File: config.mk
export PLATFORM = sky130hd
export DESIGN_NAME = kpvf_div
export DESIGN_NICKNAME = d
export VERILOG_FILES = /design/src/design/kpvf_pkg.sv /design/src/design/kpvf_div.sv
export SDC_FILE = /design/constraint.sdc
export NUM_CORES = 1
export LEC_CHECK = 0
export BUFFER_PORTS_ARGS = -buffer_cell sky130_fd_sc_hd__buf_2
export CAP_MARGIN = 20
export CORE_MARGIN = 4
export CORE_UTILIZATION = 30
export DETAILED_ROUTE_END_ITERATION = 10
export GPL_TIMING_DRIVEN = 0
export HOLD_SLACK_MARGIN = 0.15
export SYNTH_ARGS = -nofsm -noshare
export SYNTH_HDL_FRONTEND = slang
export SYNTH_SLANG_ARGS = --single-unit
File: constraint.sdc
create_clock -name clk -period 8.9 [get_ports clk]
set_input_delay 0 -clock clk [delete_from_list [all_inputs] [get_ports clk]]
set_output_delay 0 -clock clk [all_outputs]
set_load 0.05 [all_outputs]
File: src/design/kpvf_pkg.sv
// ----------------------------------------------------------------------------
// kpvf_pkg
// Shared types, constants and the saturation helper for the two-state constant-velocity filter.
// ----------------------------------------------------------------------------
`default_nettype none
package kpvf_pkg;
  localparam int FracBitsDefault = 16;
  localparam logic [30:0] StepIntervalReset = 31'd262144;
  localparam logic [30:0] NoisePosReset     = 31'd66;
  localparam logic [30:0] NoiseVelReset     = 31'd66;
  localparam logic [30:0] MeasNoiseReset    = 31'd131072;

  localparam logic [1:0] RegStep  = 2'd0;
  localparam logic [1:0] RegQPos  = 2'd1;
  localparam logic [1:0] RegQVel  = 2'd2;
  localparam logic [1:0] RegRMeas = 2'd3;

  typedef enum logic [4:0] {
    S_IDLE,
    S_M_DTV, S_A_XP,
    S_M_DTP11, S_A_P01,
    S_M_DTP01O, S_A_P00A,
    S_M_DTP01, S_A_P00B, S_A_P00Q, S_A_P11, S_A_S,
    S_D_K0, S_W_K0, S_D_K1, S_W_K1,
    S_SUB_Y,
    S_M_K0Y, S_A_X,
    S_M_K1Y, S_A_V,
    S_M_K0P00, S_SUB_P00,
    S_M_K0P01, S_SUB_P01,
    S_M_K1P01, S_SUB_P11,
    S_OUT
  } state_t;

  function automatic logic signed [31:0] sat32(input logic signed [65:0] v);
    if (v > 66'sh0_7FFF_FFFF) sat32 = 32'sh7FFF_FFFF;
    else if (v < -66'sh0_8000_0000) sat32 = 32'sh8000_0000;
    else sat32 = v[31:0];
  endfunction
endpackage
`default_nettype wire

File: src/design/kpvf_div.sv
// ----------------------------------------------------------------------------
// kpvf_div
// Iterative rounded fixed-point divider, one quotient bit per cycle.
// ----------------------------------------------------------------------------
`default_nettype none
module kpvf_div import kpvf_pkg::*; #(
  parameter int FRAC_BITS = FracBitsDefault
) (
  input  wire logic               clk,
  input  wire logic               rst,
  input  wire logic               start,
  input  wire logic signed [31:0] num,
  input  wire logic signed [31:0] den,
  output logic                    done,
  output logic signed [31:0]      quo
);
  localparam int NW = 32 + FRAC_BITS;  // numerator magnitude width
  localparam int CW = $clog2(NW + 1);

  logic [NW-1:0]  rem_n;   // shifting numerator
  logic [32:0]    rem;
  logic [NW-1:0]  q;
  logic [32:0]    ub;
  logic [32:0]    num_mag;
  logic           neg, zero_den, busy;
  logic [CW-1:0]  cnt;
  logic [33:0]    trial;
  logic [NW:0]    qr;
  logic signed [65:0] sq;

  assign num_mag = num[31] ? -33'(num) : 33'(num);

  assign trial = {rem[32:0], rem_n[NW-1]} - {1'b0, ub};

  always_ff @(posedge clk) begin
    if (rst) begin
      busy <= 1'b0;
      done <= 1'b0;
    end else begin
      done <= 1'b0;
      if (start) begin
        busy <= 1'b1;
        cnt  <= CW'(NW);
      end else if (busy) begin
        cnt <= cnt - 1'b1;
        if (cnt == CW'(1)) begin
          busy <= 1'b0;
          done <= 1'b1;
        end
      end
    end
  end

  always_ff @(posedge clk) begin
    if (start) begin
      neg      <= num[31] ^ den[31];
      zero_den <= (den == '0);
      rem_n    <= NW'(num_mag) << FRAC_BITS;
      ub       <= den[31] ? -{den[31], den} : {den[31], den};
      rem      <= '0;
      q        <= '0;
    end else if (busy) begin
      rem_n <= rem_n << 1;
      if (!trial[33]) begin
        rem <= trial[32:0];
        q   <= {q[NW-2:0], 1'b1};
      end else begin
        rem <= {rem[31:0], rem_n[NW-1]};
        q   <= {q[NW-2:0], 1'b0};
      end
    end
  end

  // round to nearest: bump when 2*rem >= ub (ub/2 floored, matches +ub/2)
  always_comb begin
    qr = {1'b0, q} + ((({rem, 1'b0} >= ({1'b0, ub} + {33'd0, ub[0]}))) ? 1'b1 : 1'b0);
    sq = neg ? -$signed(66'(qr)) : $signed(66'(qr));
    quo = zero_den ? '0 : sat32(sq);
  end
endmodule
`default_nettype wire

**Yosys cells after proc, flatten, opt, wreduce, memory -nomap -nowiden**

Cells that the tools add are included.
Widths: inputs -> output; s select.

- Memory bits (writable): 0
- Memories kept: 0
- Flip-flop bits (word level): 156
- Latch bits: 0
- Word-level logic and storage cells: 44
- Memory bits (read-only): 0
- Input bits: 67

- Add/subtract/negate cells: 7
- Reductions and logical operators: 4
- Muxes and demuxes: 16
- $mul: 0
- Bitwise logic cells: 3
- Shifts and indexed selects: 0
- Div/mod/pow operators: 0
- Order comparisons: 3
- Eq/ne operators: 1

Operators by type and width:

| operator | number |
|---|---|
| $mux 32 | 4 |
| $mux 48 | 2 |
| $gt 66x32->1 const B | 1 |
| $lt 66x32->1 const B | 1 |
| $mux 66 | 1 |
| $neg 49->66 | 1 |
| $add 48x1->49 | 1 |
| $add 33x1->34 | 1 |
| $ge 34x34->1 | 1 |
| $sub 34x33->34 | 1 |
| $mux 33 | 1 |
| $neg 33->33 | 1 |
| $logic_not 32->1 | 1 |
| $neg 32->32 | 1 |
| $mux 31 | 1 |
| $eq 6x1->1 const B | 1 |
| $mux 1 | 6 |
| $mux 6 | 1 |
| $sub 6x1->6 const B | 1 |
| $reduce_or 3->1 | 1 |
| $not 1->1 | 2 |
| $reduce_and 2->1 | 1 |
| $reduce_bool 2->1 | 1 |
| $xor 1x1->1 | 1 |

**Longest topological paths before layout**

Gate-level depths: netlist of the first run.

- Word-level depth: 10
- Gate-level depth with buffers: 40

**Worst setup path before layout of the first run**

OpenSTA, ideal clock, no wires.

- Path kind: reg-to-output
- Start: reg ub[3]
- End: out quo[23]
- Setup slack: 0.457 ns
- Stages on the path, launching flop included: 31
- Arrival time: 8.443 ns
- Cell sequence: edfxtp_1 -> inv_1 -> nor4_1 -> nand4_1 -> nor2_1 -> and3_1 -> nor2b_1 -> and4_1 -> nand4_1 -> or4_1 -> ha_1 -> nand4_1 -> nor2_1 -> nand2_1 -> o21ai_0 -> ha_1 -> ha_1 -> buf_2 -> nand3_1 -> or4_1 -> buf_2 -> nor4b_4 -> o211ai_2 -> or4b_4 -> or3_1 -> or4b_1 -> a211o_1 -> a311oi_1 -> nand4_1 -> a21o_1 -> o31ai_1

- Longest elaborated chain between the ends: 10
- Elaborated cells between the ends (all ways): 11
- Those cells by class: 3 x add/sub; 3 x order compare; 5 x mux

Ends and longest elaborated chain:

| item | line | RTL |
|---|---|---|
| from (decl) | kpvf_div.sv:23 | `logic [32:0] ub;` |
| from (signal assigned) | kpvf_div.sv:59 | `ub <= den[31] ? -{den[31], den} : {den[31], den};` |
| $add 33x1->34 (*) | kpvf_div.sv:76 | `qr = {1'b0, q} + ((({rem, 1'b0} >= ({1'b0, ub} + {33'd0, ub[0]}))) ? 1'b1 : 1'b0);` |
| $ge 34x34->1 (*) | kpvf_div.sv:76 |  |
| $mux 1 (*) | kpvf_div.sv:76 |  |
| $add 48x1->49 (*) | kpvf_div.sv:76 |  |
| $neg 49->66 | kpvf_div.sv:77 | `sq = neg ? -$signed(66'(qr)) : $signed(66'(qr));` |
| $mux 66 (*) | kpvf_div.sv:77 |  |
| $lt 66x32->1 | kpvf_pkg.sv:36 | `else if (v < -66'sh0_8000_0000) sat32 = 32'sh8000_0000;` |
| $mux 32 | kpvf_pkg.sv:36 |  |
| $mux 32 (*) | kpvf_pkg.sv:35 | `if (v > 66'sh0_7FFF_FFFF) sat32 = 32'sh7FFF_FFFF;` |
| $mux 32 (*) | kpvf_div.sv:78 | `quo = zero_den ? '0 : sat32(sq);` |
| to (decl) | kpvf_div.sv:15 | `output logic signed [31:0] quo` |

Mark *: on every way between the ends. The rest lies on a longest branch, timed or not.

**Worst setup path in the final report of the first run**

- Start: reg ub[2]
- End: out quo[28]

The elaborated chain is that of the path after synthesis.

==> qor.txt, run 1 <==
CORE AREA -> 44400 um^2
DR WL/cell -> 15.6 um
Area occupied by multi-input gates -> 9300 um^2
Tcrit/Tclk final -> 96.5%
CP required -> 8.90 ns
Max_cap viols -> 0
Slowest-stage cell, CP -> or4b_4
Total power -> 2.61 mW
CP startpoint -> ub[2]
Post-route DRC -> 0
Drt pass-1 iters -> 5
First-pass GRT wire length -> 61.3 mm
Initial antenna violation count -> 0
FF+latch area -> 3850 um^2
DIE HEIGHT -> 220 um
Routed WL -> 38.6 mm
Fill cells -> 4510
Max_slew headroom -> 40.9%
Initial Utilization -> 30.5%
Synth cell types -> 76
Startpoint Class -> register
Final Hold Viols -> 0
Syn nets -> 1793
Share of cells above drive strength 1 -> 14.3%
Sink Count -> 156
Slowest stage delay, CP -> 0.59 ns
Worst path arrival time -> 8.59 ns
Worst-Margin Slew -> 0.886 ns
DRT iter0 DRCs -> 783
IO Pins -> 100
Leading area contributor after synthesis -> edfxtp_1
Final nets -> 2013
Count leader, synth -> nor2_1
Number of global-route vias before repair -> 12.1k
Die Width -> 220 um
Sequential-to-total area share from yosys stat -> 28.5%
Most frequent cells after synthesis -> 209 x nor2_1, 136 x xnor2_1, 93 x a21oi_1, 93 x nand2_1, 83 x dfxtp_1
Port bufs -> 98
Crit path time final -> 8.59 ns
Ys Warns -> 0
Final GP Congestion -> 0.903
FMAX -> 0.116 GHz
FP Rows -> 77
DR vias -> 12.8k
Setup CP Type -> register to output pin
CP Buf/Inv Count -> 7
Clock Root Buffer -> clkbuf_16
DP HPWL -> 29.2 mm
Clk_lat worst skew -> 0.42 ns
P&R area growth vs syn -> 25.3%
Number of synthesized flops with an enable pin -> 73
Setup-failing EPs final -> 0
Pwr Density -> 154 nW/um^2
Leakage -> 6.60 nW
Final setup skew -> 0.0103 ns
Worst-path clk slew -> 0.07 ns
Number of synthesized register bits -> 156
Crit-path leading delay family -> simple AND/OR/NAND/NOR gates
Slew Viols, Final -> 0
Maximum root-to-sink buffer count -> 2
Cts bufs inserted -> 17
Post-synth ARST share -> 0%
VDD IR max -> 0.212 mV
Tot GR Track Use -> 15.3%
Antenna Violating Nets Remaining -> 0
CP Capture Type -> output pin
Outcome -> finished clean
Yosys top cell area share -> 16.2%
Critical path fanouts, max -> 10
Hold WS -> 0.157 ns
Main synth FF type -> dfxtp_1
Full die area -> 48500 um^2
Synthesized area per cell -> 8.19 um^2
Synthesized instance count -> 1651
Dpl cell area -> 14800 um^2
Mapped Area -> 13500 um^2
Largest net degree at the start of global routing -> 40
Reg2Reg Launch Point -> ub[1]
GRT overflow -> 0
Largest cells by area after synthesis -> edfxtp_1 16%, dfxtp_1 12%, xnor2_1 8.8%, ha_1 6.8%, nor2_1 5.8%
CTS tree -> done
H-tree depth -> 4
Vias per inst -> 5.17
Final instance area -> 16900 um^2
HP Start -> den[31]
Worst min path class -> primary input to register
through the flow:
stage | setup TNS, ns | worst slack, ns | cells | util, %
global placement | -21.92 | -0.715 | 2341 | 33.2
global route | -1.81 | -0.0887 | 2476 | 38.2
CTS | 0 | 0.00313 | 2460 | 37.1
floorplan | 0 | 0.457 | 1651 | -
finish | 0 | 0.308 | 2477 | 38.2
detailed placement | -24.07 | -0.799 | 2342 | 33.3
worst register-to-register path, cell delays in order (launching register included):
cell	delay, ns
edfxtp_1	0.54
inv_1	0.09
ha_1	0.27
nor2b_1	0.14
o31a_1	0.27
o221ai_1	0.25
a21oi_1	0.15
o21ai_0	0.27
a21oi_1	0.14
o31ai_1	0.51
a21oi_1	0.15
xnor2_1	0.65
clkbuf_1	0.58
mux2i_1	0.17
a211oi_1	0.25
power by group:
group	switching [mW]	leakage, nW	internal, mW	total, mW
clock network	0.298	0.296	0.426	0.723
logic	0.611	4.92	0.430	1.04
registers	0.0386	1.39	0.807	0.846
flip-flops by register name, summed over array words and instances, names as in the netlist:
register,count
cnt,6
rem,33
rem_n,32
ub,33
neg,1
q,48
zero_den,1
done,1
busy,1
cell usage in the layout (no fill, tap or decap), types with 11 or more instances in the layout:
cell,instances
and3_1,20
clkbuf_16,24
nor2b_1,12
nand4_1,39
inv_1,61
and2_1,12
edfxtp_1,73
a31oi_1,15
nand2_1,92
dfxtp_1,83
o31ai_1,28
nor3_1,36
dlygate4sd3_1,84
or3_1,23
o21ai_0,66
a21o_1,18
nor4_1,24
or4_1,18
a211oi_1,31
mux2i_1,57
nand3_1,42
buf_6,34
xor2_1,71
nor2_1,205
o21ai_2,32
and4_1,13
nand2b_1,17
or2_2,11
xnor2_1,136
clkbuf_1,73
a21oi_1,93
ha_1,70
buf_4,24
buf_2,74
final cells by class:
cell class / count / area share [%]
Antenna cell: 1 / 0.0148
Clock inverter: 7 / 0.266
Inverter: 62 / 1.37
Buffer: 100 / 2.92
Timing Repair Buffer: 202 / 10.3
Clock buffer: 25 / 3.20
Multi-Input combinational cell: 1332 / 54.8
Tap cell: 592 / 4.37
Sequential cell: 156 / 22.7
path summary, 6_finish.rpt:
| kind | to | slack [ns] | depth (start not counted) |
|---|---|---|---|
| worst max-delay path | quo[28] | 0.31 | 34 |
| worst min-delay path | ub[10] | 0.16 | 3 |
| worst max register to register | rem[27] | 4.38 | 14 |
| worst min register to register | rem[7] | 0.53 | 2 |
routing by layer:
metal	track usage, %	vias up	share of wire (%)
met4	4.27	0	1.9
met1	20.4	6035	46
met2	26.0	303	48
met3	2.17	51	4.2
li1	-	6424	-
met5	0	-	0
cells by family after synthesis:
family	share of synthesized area, %
XOR/XNOR	13.4
AO/OA/AOI/OAI	18.0
adder cells (fa/ha/maj)	6.99
multiplexers	4.30
other	0.0277
flip-flops	28.5
AND/OR/NAND/NOR	23.7
buffers and inverters	5.04
repair_timing:
item                                    CTS  global route
endpoints found under the setup margin   32            31
hold buffers                             84             0
gates resized for setup                  65            83
gates cloned                              0             5
buffers inserted                          2            12
pin swaps                                 5            26
endpoints found under the hold margin    73             0
Note: power is estimated with default switching activity, not from simulation.
==> run 2: changes to the inputs <==
--- a/config.mk
+++ b/config.mk
@@ -12,6 +12,7 @@
 export DETAILED_ROUTE_END_ITERATION = 10
 export GPL_TIMING_DRIVEN = 0
 export HOLD_SLACK_MARGIN = 0.15
+export PLACE_DENSITY = 0.45
 export SYNTH_ARGS = -nofsm -noshare
 export SYNTH_HDL_FRONTEND = slang
 export SYNTH_SLANG_ARGS = --single-unit
==> run 2 against run 1 <==
Routed wire length is 3.7% higher; total power grew 1.8%; combinational power hardly changed; sequential power about the same; cell count up 0.93%; largest power group unchanged.
==> qor.txt, run 2 (synthesis results as in run 1) <==
Outcome -> finished clean
Reg-to-Reg End -> rem[7]
Final core occ -> 39.3% (+1.2 points)
P&R area growth vs syn -> 29.1%
Antenna Violating Nets Remaining -> 0 (unchanged)
Crit-path leading delay family -> simple AND/OR/NAND/NOR gates
Max reg flops -> 48 (unchanged)
FMAX -> 0.117 GHz (+0.93%)
Combinational share of power -> 40.2% (+0.3 points)
First-pass GRT wire length -> 64.3 mm (+4.9%)
DR WL/cell -> 16.0 um (+2.7%)
Final instance area -> 17500 um^2 (+3.0%)
Ant diodes -> 0 (-1)
HP Start -> den[31]
Clock Root Buffer -> clkbuf_16
Tot GR Track Use -> 16.3% (+0.91 points)
Reg with most FFs -> q
Pwr Density -> 152 nW/um^2 (-1.2%)
Final nets -> 2037 (+1.2%)
Max_slew headroom -> 41.3% (+0.40 points)
Final setup skew -> 0.0109 ns (+0.000564 ns)
Sw Pwr -> 0.990 mW (+4.5%)
Worst-path clk slew -> 0.06 ns (about the same)
CORE AREA -> 44400 um^2 (unchanged)
H-tree depth -> 4 (unchanged)
DP HPWL -> 30.7 mm (+5.3%)
Max_cap viols -> 0 (unchanged)
Clk_lat worst skew -> 0.44 ns (+0.02 ns)
Highest-count cells in the layout ignoring fill and taps -> 205 x nor2_1, 135 x xnor2_1, 96 x dlygate4sd3_1
Startpoint Class -> register
Vias per inst -> 5.06 (-2.1%)
Setup CP Type -> register to output pin
Share of cells above drive strength 1 -> 15.6% (+1.2 points)
Worst path arrival time -> 8.51 ns (-0.08 ns)
Sw Share -> 37.2% (+0.96 points)
CP Capture Type -> output pin
Reg2Reg Launch Point -> ub[1]
CP required -> 8.90 ns (about the same)
CP Depth -> 33 (-2.9%)
Routed WL -> 40.0 mm (+3.7%)
Fill cells -> 4562 (+1.2%)
Largest net degree at the start of global routing -> 40 (unchanged)
FF+latch area -> 3850 um^2 (unchanged)
Hold WS -> 0.161 ns (+0.00349 ns)
Slowest stage delay, CP -> 0.53 ns (-0.06 ns)
DRT iter0 DRCs -> 572 (-27%)
Worst-Margin Slew -> 0.880 ns (-0.00600 ns)
Worst hold endpoint -> ub[10]
GRT overflow -> 0 (unchanged)
Slowest-stage cell, CP -> or4b_4
DIE HEIGHT -> 220 um (unchanged)
Worst min path class -> primary input to register
Commonest non-fill, non-tap cell in the layout -> nor2_1
Crit path time final -> 8.51 ns (-0.0790 ns)
Dpl cell area -> 14800 um^2 (unchanged)
Reg2Reg Depth -> 15 (+1)
Cts bufs inserted -> 17 (unchanged)
Critical path fanouts, max -> 7 (-3)
CTS tree -> done
Port bufs -> 98 (unchanged)
Slew Viols, Final -> 0 (unchanged)
IO Pins -> 100 (unchanged)
Final Hold Viols -> 0 (unchanged)
Initial Utilization -> 30.5% (unchanged)
Leakage -> 6.79 nW (+2.9%)
CP Buf/Inv Count -> 6 (-1)
Number of global-route vias before repair -> 12.2k (+1.2%)
Setup-failing EPs final -> 0 (unchanged)
Sink Count -> 156 (unchanged)
R2R Setup Slk -> 4.03 ns (-0.35 ns)
Maximum root-to-sink buffer count -> 2 (unchanged)
Setup ws final -> 0.387 ns (+0.0790 ns)
VDD IR max -> 0.141 mV (-34%)
Flop pwr share -> 31.7% (-0.7 points)
Largest regs -> q: 48 flops, rem: 33 flops, ub: 33 flops
Final GP Congestion -> 0.875 (-3.1%)
Most used cell along the critical path -> nand4_1
Clk pwr share -> 28.1% (+0.4 points)
P_int -> 1.67 mW (+0.32%)
Initial antenna violation count -> 0 (unchanged)
DR vias -> 12.7k (-1.2%)
DP Worst Slack -> -1.11 ns (-0.316 ns)
Drt pass-1 iters -> 5 (unchanged)
Full die area -> 48500 um^2 (unchanged)
Die Width -> 220 um (unchanged)
Hold path cells -> 3 (unchanged)
Total power -> 2.66 mW (+1.8%)
FP Rows -> 77 (unchanged)
Post-route DRC -> 0 (unchanged)
Area occupied by multi-input gates -> 9540 um^2 (+2.7%)
Tcrit/Tclk final -> 95.6% (-0.89 points)
==> run 2: area by class of cell <==
class / instances / share of cell area, %
plain buffers: 100 / 3.00
inverters: 62 / 1.33
multi-input cells: 1332 / 54.6
well taps: 592 / 4.24
clock buffers: 21 / 2.94
repair buffers: 226 / 11.2
flip-flops and latches: 156 / 22.1
clock inverters: 11 / 0.530
==> run 2: through the flow <==
stage | instances | TNS, ns
floorplan | 1651 | 0
global placement | 2341 | -33.57
detailed placement | 2342 | -33.28
CTS | 2475 | 0
global route | 2500 | -0.381
finish | 2500 | 0
==> run 2: repair_timing <==
item | 4_1_cts | 5_1_grt
pin swaps | 8 | 39
endpoints found under the hold margin | 73 | 0
setup buffers | 5 | 24
endpoints found under the setup margin | 32 | 31
hold buffers | 96 | 0
resized for setup | 67 | 122
cloned | 0 | 3
==> run 2: worst max path at each step <==
stage,slack (ns),to,startpoint
after floorplan,0.46,quo[23],ub[3]
after global placement,-1.13,quo[15],ub[3]
after detailed placement,-1.11,quo[2],ub[3]
after CTS,0.01,quo[6],ub[3]
after global routing,-0.03,quo[16],ub[2]
final,0.39,quo[16],ub[2]
==> run 2: power groups by stage <==
stage	clock network [mW]	registers (mW)	logic, mW
floorplan	0	0.846	0.663
global placement	0	0.860	0.860
detailed placement	0	0.859	0.866
CTS	0.772	0.843	0.967
global route	0.803	0.850	1.16
finish	0.746	0.843	1.07
==> run 2: tightest hold or removal path: cells and delay by family <==
family	cells	cell delay, ns
buffers and inverters	1	0.20
AO/OA/AOI/OAI	1	0.16
XOR/XNOR	1	0.13
==> run 2: layer usage <==
metal  track usage [%]  vias to the layer above  share of wire, %  wire length [um]
li1                  -                     6484                 -                 -
met1              21.3                     5947                46             18500
met2              28.3                      188                50             19800
met3              1.65                       38               2.5               989
met4              4.69                        0               1.7               676
met5                 0                        -                 0                 0
==> run 3: changes to the inputs <==
--- a/config.mk
+++ b/config.mk
@@ -7,10 +7,8 @@
 export LEC_CHECK = 0
 export BUFFER_PORTS_ARGS = -buffer_cell sky130_fd_sc_hd__buf_2
 export CAP_MARGIN = 20
-export CORE_MARGIN = 4
 export CORE_UTILIZATION = 30
 export DETAILED_ROUTE_END_ITERATION = 10
-export GPL_TIMING_DRIVEN = 0
 export HOLD_SLACK_MARGIN = 0.15
 export PLACE_DENSITY = 0.45
 export SYNTH_ARGS = -nofsm -noshare
==> run 3 against run 2 <==
Sequential power rose by 0.6%; die area decreased by 5.4%; cell count fell by 3.5%; sequential share of layout area up 1.3 points; register-to-register slack gained 0.67 ns; clock power barely moved; maximum frequency grew 1.0%; global-route usage grew 0.071 points; count of clock-buffer cells in the layout fell by 3.
==> qor.txt, run 3 (synthesis results as in run 1) <==
Setup-failing EPs final -> 0 (unchanged)
Final GP Congestion -> 0.878 (+0.27%)
Sw Share -> 37.2% (about the same)
Initial antenna violation count -> 1 (+1)
FP Rows -> 77 (unchanged)
Initial Utilization -> 30.5% (+0.066 points)
Largest net degree at the start of global routing -> 92 (+130%)
DIE HEIGHT -> 214 um (-2.7%)
DR WL/cell -> 15.3 um (-4.3%)
Sink Count -> 156 (unchanged)
Routed WL -> 37.0 mm (-7.6%)
Placed cells -> 2271 (-3.0%)
Max reg flops -> 48 (unchanged)
Tot GR Track Use -> 16.3% (+0.071 points)
DR vias -> 12.2k (-3.4%)
P_int -> 1.59 mW (-4.9%)
Final nets -> 1950 (-4.3%)
Max_slew headroom -> 41.6% (+0.30 points)
Post-route DRC -> 0 (unchanged)
Fill cells -> 4600 (+0.83%)
GR met3 Demand/Resource -> 2.82% (+1.2 points)
Combinational share of power -> 37.0% (-3.2 points)
DP HPWL -> 27.3 mm (-11%)
Max_cap viols -> 0 (unchanged)
M1 GR Usage -> 21.9% (+0.60 points)
Pwr Density -> 153 nW/um^2 (+0.57%)
Final instance area -> 16500 um^2 (-5.5%)
Slowest stage delay, CP -> 0.52 ns (about the same)
Number of global-route vias before repair -> 11.8k (-3.9%)
Final setup skew -> 0.0112 ns (+0.000319 ns)
Reg with most FFs -> q
CORE AREA -> 44300 um^2 (-0.22%)
Non-filler cells, final -> 2413 (-3.5%)
Commonest non-fill, non-tap cell in the layout -> nor2_1
Tcrit/Tclk final -> 94.7% (-0.97 points)
Worst path arrival time -> 8.43 ns (-0.08 ns)
GRT busiest layer -> met2
Ant diodes -> 0 (unchanged)
First-pass GRT wire length -> 61.1 mm (-5.0%)
CTS tree -> done
Clock Root Buffer -> clkbuf_16
Critical path fanouts, max -> 24 (+17)
H-tree depth -> 4 (unchanged)
Worst-Margin Slew -> 0.875 ns (-0.00444 ns)
Startpoint Class -> register
Crit path time final -> 8.43 ns (-0.0860 ns)
Die Width -> 214 um (-2.7%)
Leakage -> 6.45 nW (-5.0%)
CP Capture Type -> output pin
Full die area -> 45900 um^2 (-5.4%)
Outcome -> finished clean
Slowest-stage cell, CP -> or4b_1
Drt pass-1 iters -> 4 (-1)
IO Pins -> 100 (unchanged)
VDD IR max -> 0.126 mV (-10%)
Cts bufs inserted -> 17 (unchanged)
Antenna Violating Nets Remaining -> 0 (unchanged)
Highest-count cells in the layout ignoring fill and taps -> 207 x nor2_1, 135 x xnor2_1, 104 x dlygate4sd3_1
Flop pwr share -> 33.6% (+1.9 points)
Clk pwr share -> 29.4% (+1.3 points)
Share of cells above drive strength 1 -> 13.7% (-1.8 points)
Port bufs -> 99 (+1.0%)
Sw Pwr -> 0.940 mW (-5.0%)
Clk_lat worst skew -> 0.47 ns (+0.03 ns)
Worst min path class -> primary input to register
Maximum root-to-sink buffer count -> 2 (unchanged)
Final Hold Viols -> 0 (unchanged)
DRT iter0 DRCs -> 668 (+17%)
FMAX -> 0.119 GHz (+1.0%)
Worst-path clk slew -> 0.07 ns (about the same)
Slew Viols, Final -> 0 (unchanged)
Largest regs -> q: 48 flops, rem: 33 flops, ub: 33 flops
Dpl cell area -> 14600 um^2 (-1.4%)
P&R area growth vs syn -> 22.0%
Vias per inst -> 5.07 (+0.12%)
Met2 GRT Util -> 26.5% (-1.9 points)
CP required -> 8.90 ns (about the same)
GRT overflow -> 0 (unchanged)
Final core occ -> 37.2% (-2.1 points)
Setup CP Type -> register to output pin
run 3: timing repair:
item                                    in CTS  in global routing
resized for setup                           34                 31
endpoints found under the setup margin      31                 31
hold buffers                               104                  0
endpoints found under the hold margin      118                  0
pin swaps                                    0                  6
buffers inserted                             2                  4
run 3: critical path: cells and delay by family (launching register included):
| family | cells | cell delay, ns |
|---|---|---|
| XOR/XNOR | 1 | 0.13 |
| AO/OA/AOI/OAI | 12 | 2.38 |
| flip-flops | 1 | 0.35 |
| adder cells (fa/ha/maj) | 3 | 0.73 |
| AND/OR/NAND/NOR | 17 | 3.70 |
| buffers and inverters | 4 | 0.66 |
run 3: worst paths after layout:
path         startpoint      end  slack, ns  depth (start not counted)
max               ub[2]   quo[8]       0.47                         37
min                 rst     done       0.27                          3
max reg2reg       ub[1]  rem[25]       4.70                         16
min reg2reg       q[47]    q[47]       0.52                          2
run 3: metal layers:
metal  up-vias  routed length (um)
met5         -                   0
met4         0                 660
met3        45                1160
met2       194               16900
met1      5680               18300
li1       6312                   -
run 3: final cells by class:
type | count | area [um^2] | area share [%]
clock buffers | 18 | 439 | 2.66
repair buffers | 239 | 1920 | 11.6
flip-flops and latches | 156 | 3860 | 23.4
inverters | 62 | 233 | 1.41
clock inverters | 14 | 143 | 0.864
multi-input cells | 1332 | 9180 | 55.6
well taps | 592 | 741 | 4.49
run 3: through the flow:
step | setup TNS (ns) | power, mW | hold slack [ns] | worst slack (ns)
after global routing | -0.366 | 2.67 | 0.269 | -0.0240
after global placement | 0 | 1.70 | 0.220 | 0.213
final | 0 | 2.53 | 0.273 | 0.473
after detailed placement | 0 | 1.71 | 0.227 | 0.0552
after CTS | 0 | 2.56 | 0.235 | 0.0586
after floorplan | 0 | 1.51 | 0.0767 | 0.457
run 3: power by group through the flow:
stage	registers, mW	logic, mW	clock network [mW]
final	0.848	0.935	0.743
after global routing	0.855	1.02	0.797
after CTS	0.849	0.930	0.780
after detailed placement	0.866	0.843	0
after global placement	0.866	0.837	0
after floorplan	0.846	0.663	0
